==> src/hw/rtl/peu_pkg.sv <==
// ---------------------------------------------------------------------------
// peu_pkg
// Types, constants and helper functions of the particle Euler update block.
// ---------------------------------------------------------------------------
package peu_pkg;

  typedef logic signed [31:0] q16_t;

  localparam int StepW    = 24;
  localparam int GravW    = 20;
  localparam int FactW    = 21;
  localparam int QOne     = 65536;
  localparam int KGravity = 3277;
  localparam int KDrift   = 1311;
  localparam int KShrink  = 328;

  localparam logic [StepW-1:0] StepTimeReset = StepW'(QOne);
  localparam q16_t             KMinSize      = 32'sd19661;
  localparam q16_t             Q16Max        = 32'sh7fff_ffff;
  localparam q16_t             Q16Min        = 32'sh8000_0000;

  localparam int MidDepthDefault = 2;
  localparam int OutDepthDefault = 4;

  typedef struct packed {
    q16_t       pos_x;
    q16_t       pos_y;
    q16_t       vel_x;
    q16_t       vel_y;
    q16_t       life;
    q16_t       decay_rate;
    q16_t       size;
    logic [2:0] mode_bits;
    logic       last;
  } particle_t;

  typedef struct packed {
    logic active;
    logic gravity;
    logic drift;
  } class_t;

  typedef struct packed {
    particle_t rec;
    class_t    cls;
  } mid_entry_t;

  typedef struct packed {
    logic [StepW-1:0]        dt;
    logic [GravW-1:0]        grav_inc;
    logic signed [FactW-1:0] drift_f;
    logic signed [FactW-1:0] shrink_f;
  } step_cfg_t;

  // per-step terms that depend only on dt
  function automatic step_cfg_t derive_step(input logic [StepW-1:0] dt);
    logic [39:0] g;
    logic [39:0] d;
    logic [39:0] s;
    step_cfg_t   c;
    g          = 40'(dt) * 40'(KGravity);
    d          = 40'(dt) * 40'(KDrift);
    s          = 40'(dt) * 40'(KShrink);
    c.dt       = dt;
    c.grav_inc = g[16 +: GravW];
    c.drift_f  = $signed(FactW'(QOne)) - $signed(d[16 +: FactW]);
    c.shrink_f = $signed(FactW'(QOne)) - $signed(s[16 +: FactW]);
    return c;
  endfunction

  function automatic q16_t sat32(input logic signed [63:0] v);
    q16_t r;
    if (v > 64'(Q16Max)) begin
      r = Q16Max;
    end else if (v < 64'(Q16Min)) begin
      r = Q16Min;
    end else begin
      r = v[31:0];
    end
    return r;
  endfunction

endpackage

==> src/hw/rtl/peu_front.sv <==
// ---------------------------------------------------------------------------
// peu_front
// Accepts particle records, tags them by update class and queues them.
// ---------------------------------------------------------------------------
module peu_front #(
  parameter int MID_DEPTH = peu_pkg::MidDepthDefault
) (
  input  logic                clk,
  input  logic                rst,
  input  logic                push,
  output logic                full,
  input  peu_pkg::particle_t  in_rec,
  output logic                mid_valid,
  output peu_pkg::mid_entry_t mid_entry,
  input  logic                mid_pop
);
  import peu_pkg::*;

  localparam int AW = $clog2(MID_DEPTH);
  localparam int CW = $clog2(MID_DEPTH + 1);

  mid_entry_t      mem [MID_DEPTH];
  logic [AW-1:0]   wr_ptr;
  logic [AW-1:0]   rd_ptr;
  logic [CW-1:0]   count;
  logic            do_push;
  logic            do_pop;
  mid_entry_t      new_entry;

  always_comb begin
    new_entry.rec         = in_rec;
    new_entry.cls.active  = in_rec.mode_bits[0];
    new_entry.cls.gravity = in_rec.mode_bits[0] & in_rec.mode_bits[1];
    new_entry.cls.drift   = in_rec.mode_bits[0] & in_rec.mode_bits[2];
  end

  assign full      = (count == CW'(MID_DEPTH));
  assign mid_valid = (count != '0);
  assign do_push   = push & ~full;
  assign do_pop    = mid_pop & mid_valid;
  assign mid_entry = mem[rd_ptr];

  always_ff @(posedge clk) begin
    if (do_push) begin
      mem[wr_ptr] <= new_entry;
    end
  end

  always_ff @(posedge clk) begin
    if (rst) begin
      wr_ptr <= '0;
      rd_ptr <= '0;
      count  <= '0;
    end else begin
      if (do_push) begin
        wr_ptr <= (wr_ptr == AW'(MID_DEPTH - 1)) ? '0 : wr_ptr + 1'b1;
      end
      if (do_pop) begin
        rd_ptr <= (rd_ptr == AW'(MID_DEPTH - 1)) ? '0 : rd_ptr + 1'b1;
      end
      if (do_push && !do_pop) begin
        count <= count + 1'b1;
      end else if (do_pop && !do_push) begin
        count <= count - 1'b1;
      end
    end
  end

endmodule

==> config.mk <==
export PLATFORM = sky130hd
export DESIGN_NAME = peu_front
export DESIGN_NICKNAME = d
export VERILOG_FILES = /design/src/hw/rtl/peu_pkg.sv /design/src/hw/rtl/peu_front.sv
export SDC_FILE = /design/constraint.sdc
export NUM_CORES = 1
export LEC_CHECK = 0
export ABC_AREA = 1
export BUFFER_PORTS_ARGS = -buffer_cell sky130_fd_sc_hd__clkbuf_2
export CAP_MARGIN = 20
export CORE_AREA = 2 2 183 185
export CTS_BUF_LIST = sky130_fd_sc_hd__clkbuf_8
export CTS_CLUSTER_DIAMETER = 40
export DETAILED_ROUTE_END_ITERATION = 10
export DIE_AREA = 0 0 185 187
export GPL_ROUTABILITY_DRIVEN = 0
export GPL_TIMING_DRIVEN = 0
export HOLD_SLACK_MARGIN = 0.15
export PLACE_DENSITY = 0.91
export SKIP_LAST_GASP = 1
export SLEW_MARGIN = 20
export SYNTH_ARGS = -nofsm -noshare
export SYNTH_HDL_FRONTEND = slang
export SYNTH_SLANG_ARGS = --single-unit
==> constraint.sdc <==
create_clock -name clk -period 30.6 [get_ports clk]
set_input_delay 7.65 -clock clk [delete_from_list [all_inputs] [get_ports clk]]
set_output_delay 7.65 -clock clk [all_outputs]
set_load 0.02 [all_outputs]
# Yosys cells after proc, flatten, opt, wreduce, memory -nomap -nowiden
# Memory sizes are Yosys's and may differ from the RTL's. A register that Yosys moved wholly into a read port is not among the register bits.
# Index checks and enable logic that the tools add are counted.
[word_totals] ff_bits=4 latch_bits=0 mem_bits_rw=462 mem_bits_ro=0 input_bits=232 out_inout_bits=233 word_cells=28 mem_count=1
[memory_table] name="mem" words=2 width=231 read_ports=1 rd_ports_with_merged_regs=1 wr=1 line_no="peu_front.sv:22" source="mid_entry_t mem [MID_DEPTH];"
[classes] n_addsub=4 mul=0 n_div=0 n_lt_le_gt_ge=0 n_eq_ne=1 shift=0 mux=8 n_bitwise=5 reduce_logical=6
[ops] operator="1-bit 2-to-1 mux" n=6
[ops] operator="1-bit AND" n=4
[ops] operator="2-bit 2-to-1 mux" n=2
[ops] operator="2-bit nonzero test" n=2
[ops] operator="1-bit adder, second input constant" n=2
[ops] operator="2-bit by 1-bit adder with 2-bit output, second input constant" n=1
[ops] operator="2-bit == test, second input constant" n=1
[ops] operator="1-bit logical AND" n=2
[ops] operator="1-bit zero test" n=2
[ops] operator="2-bit by 1-bit subtractor with 2-bit output, second input constant" n=1
[ops] operator="1-bit NOT" n=1

# Depth between registers and ports, before layout
[depth] depth_word=7 depth_mapped=10 depth_no_buf=10

# Worst setup path after synthesis
# No wires, ideal clock.
[synth_path] kind="input-to-reg" startpoint="input push" endpoint="memory mem[0][0] in the netlist's numbering (enable)" setup_ns=0.826 arrival_ns=17.334 t_required_ns=29.774 path_slack_ns=12.441 stages=2 n_path_buf=0 cell_sequence="o21ai_0 > nor2_1"
[synth_via] elab_chain_cells=3
[synth_lines] element="start: declaration" line_no="peu_front.sv:10" source="input logic push,"
[synth_lines] element="1-bit AND" line_no="peu_front.sv:39" source="assign do_push = push & ~full;"
[synth_lines] element="1-bit 2-to-1 mux" line_no="peu_front.sv:44" source="if (do_push) begin"
[synth_lines] element="1-bit 2-to-1 mux (not written as such)" line_no="peu_front.sv:45" source="mem[wr_ptr] <= new_entry;"
[synth_lines] element="end: declaration" line_no="peu_front.sv:22"
# No other way between the ends.

==> impl_metrics.csv <==
group,metric,value,unit
cts,cts_resized,0,
cts,insertion_delay,0.61,ns
cts,clock_path_buffers,3,
cts,cts.sinks,465,
route,wl_per_cell,21.3,um
grt,antenna_found_initial,4,
sta,skew,0.0150,ns
finish,areaGrowthSynthToFinish,26.5,%
finish,final_core_util,68.8,%
floorplanning,start_util,54.4,%
worst_hold_path,whs_path_depth,2,
run_status,status,"complete, no violations",
route,ant_nets,0,
worst_hold_path,hold_class,"reg -> reg",
floorplanning,ios,465,
sta,finalCritPeriodShare,31.5,%
critical_path,worstSetupStartpointType,"flip-flop",
pwr,ir_drop,0.0695,mV
finish,fin_nets,1551,
grt,overflow,0,
route,drcViolationCount,0,
grt,grt_usage,22.1,%
placement,io_buffers,464,
placement,place_area,21300,um2
sta,drv_slew,0,
critical_path,cp_data_required_time,22.95,ns
grt,grt_pass1_vias,10100,
sta,slew_headroom,44.1,%
synthesis,yosysUniqueCellTypes,16,
route,drt-initial-drc-count,510,
route,viasPerCell,5.07,
critical_path,cp-end-kind,"output port",
synthesis,synth.net_count,991,
sta,tns,0,ns
flow_run,cap_violations,0,
pwr,leakage,9.11,nW
route,vias,9213,
critical_path,cp_max_fo,10,
synthesis,syn_area,17900,um2
sta,fmax,0.104,GHz
finish,multi_input_area,3470,um2
finish,nFillCells,2040,
cts,hold_buffers,0,
floorplanning,die-area,34600,um2
pwr,power_density,83.6,nW/um2
finish,design_area,22600,um2
sta,whs,0.526,ns
cts,cts_buffers,74,
floorplanning,die_y,187,um
critical_path,worstRegToRegCells,6,
cts,root_buffer,"clkbuf_8",
finish,regArea,13900,um2
cts,tritoncts,"built",
sta,tightest_slew,0.830,ns
critical_path,crit_type,"reg -> out",
cts,cts_setup_buffers,0,
synthesis,ys_warn_count,0,
sta,grt_setup_unrepaired,"no",
synthesis,synth_cells,758,
placement,hpwlAfterDp,28000,um
synthesis,ys_seq_area_share,77.8,%
floorplanning,die_width,185,um
floorplanning,num_rows,67,
synthesis,syn_area_per_cell,23.6,um2
route,drtPass1Iterations,6,
grt,grt_first_pass_wirelength,56000,um
finish,drive_gt1_share,61.3,%
cts,cts.htree.levels,3,
floorplanning,coreArea,32900,um2
grt,grt_max_degree,29,
sta,min_period,9.65,ns
sta,finalSetupViolations,0,
critical_path,worstPathArrival,2.00,ns
synthesis,ys_ff_latch,465,
sta,hold_viol,0,
cts,cts.clk_slew.worst_paths,0.06,ns
route,wirelength,38700,um
state kept, by name, summed over array words and instances (netlist names), named ones only:
signal  cells
mem       460
count       2
rd_ptr      1
wr_ptr      1
cell type report:
cell class | instances | share of cell area (%)
Sequential cell | 465 | 61.5
Multi-Input combinational cell | 256 | 15.4
Timing Repair Buffer | 484 | 12.4
Clock buffer | 79 | 4.81
Tap cell | 448 | 2.48
Buffer | 27 | 2.10
Clock inverter | 45 | 1.14
Inverter | 10 | 0.166
Antenna cell | 2 | 0.0221
critical path, cell delays in order, from the launching register on:
cell      delay (ns)
dfxtp_1         0.32
buf_6           0.12
buf_2           0.25
mux2_2          0.40
buf_4           0.14
clkbuf_2        0.15
cell usage in the layout (no fill, tap or decap):
cell       netlist  routed
clkinv_4         0       1
clkbuf_2         0     464
buf_16           0      12
nand3_1          2       2
inv_1           10      26
nand2_1          9       9
mux2_4         200     200
buf_6            1       1
clkbuf_8         0      79
edfxtp_1       460     460
dfxtp_1          5       5
mux2_2          30      30
inv_6            0       4
o21ai_0          3       3
diode_2          0       2
nor2_1           8       6
buf_4            1       1
buf_12          22      30
a21oi_1          2       2
nor2_4           0       2
clkinv_2         0       9
buf_2            3       3
nand4_1          1       1
clkinv_1         0      13
ha_1             1       1
bufinv_16        0       2
through the flow:
step                worst slack [ns]  power [W]  cells
detailed placement             20.84    0.00142   1690
finish                         20.95    0.00189   1816
floorplan                      12.44    0.00126    758
global placement                7.49    0.00143   1670
CTS                            20.88    0.00191   1814
global route                   20.85    0.00196   1816
path summary, 6_finish.rpt:
kind                                             from  slack, ns                     to
worst max-delay path                        flip-flop      20.95           mid_entry[4]
worst min-delay path              rd_ptr$_SDFFE_PP0P_       0.53    rd_ptr$_SDFFE_PP0P_
worst min register to register    rd_ptr$_SDFFE_PP0P_       0.53    rd_ptr$_SDFFE_PP0P_
worst max register to register  count[1]$_SDFFE_PP0P_      28.13  mem[1][119]$_DFFE_PP_
per-layer routing:
layer,routed length (um),GRT usage (%),vias up
li1,-,-,4144
met1,13000,21.7,4544
met2,20400,39.3,420
met4,1630,12.0,4
met3,3630,8.66,101
met5,26,0,-
Yosys cell counts, drive strengths merged:
master,count,share of area [%]
inv,10,0.21
buf,27,2.7
nand3,2,0.056
o21ai,3,0.084
a21oi,2,0.056
ha,1,0.070
mux2,230,19
dfxtp,5,0.56
nand4,1,0.035
nand2,9,0.19
nor2,8,0.17
edfxtp,460,77
kinds of logic after synthesis:
| kind of cell | count (synthesis) | share of synthesized area, % |
|---|---|---|
| AND/OR/NAND/NOR | 20 | 0.448 |
| multiplexers | 230 | 18.7 |
| flip-flops | 465 | 77.8 |
| AO/OA/AOI/OAI | 5 | 0.140 |
| adder cells (fa/ha/maj) | 1 | 0.0700 |
| buffers and inverters | 37 | 2.86 |
where the power goes:
part / internal, W / switching, W / leakage, nW / total [W]
logic: 0.000260 / 0.000318 / 4.02 / 0.000577
registers: 0.000804 / 0.0000225 / 4.33 / 0.000827
clock network: 0.000255 / 0.000232 / 0.759 / 0.000487
Note: power is estimated with default switching activity, not from simulation.
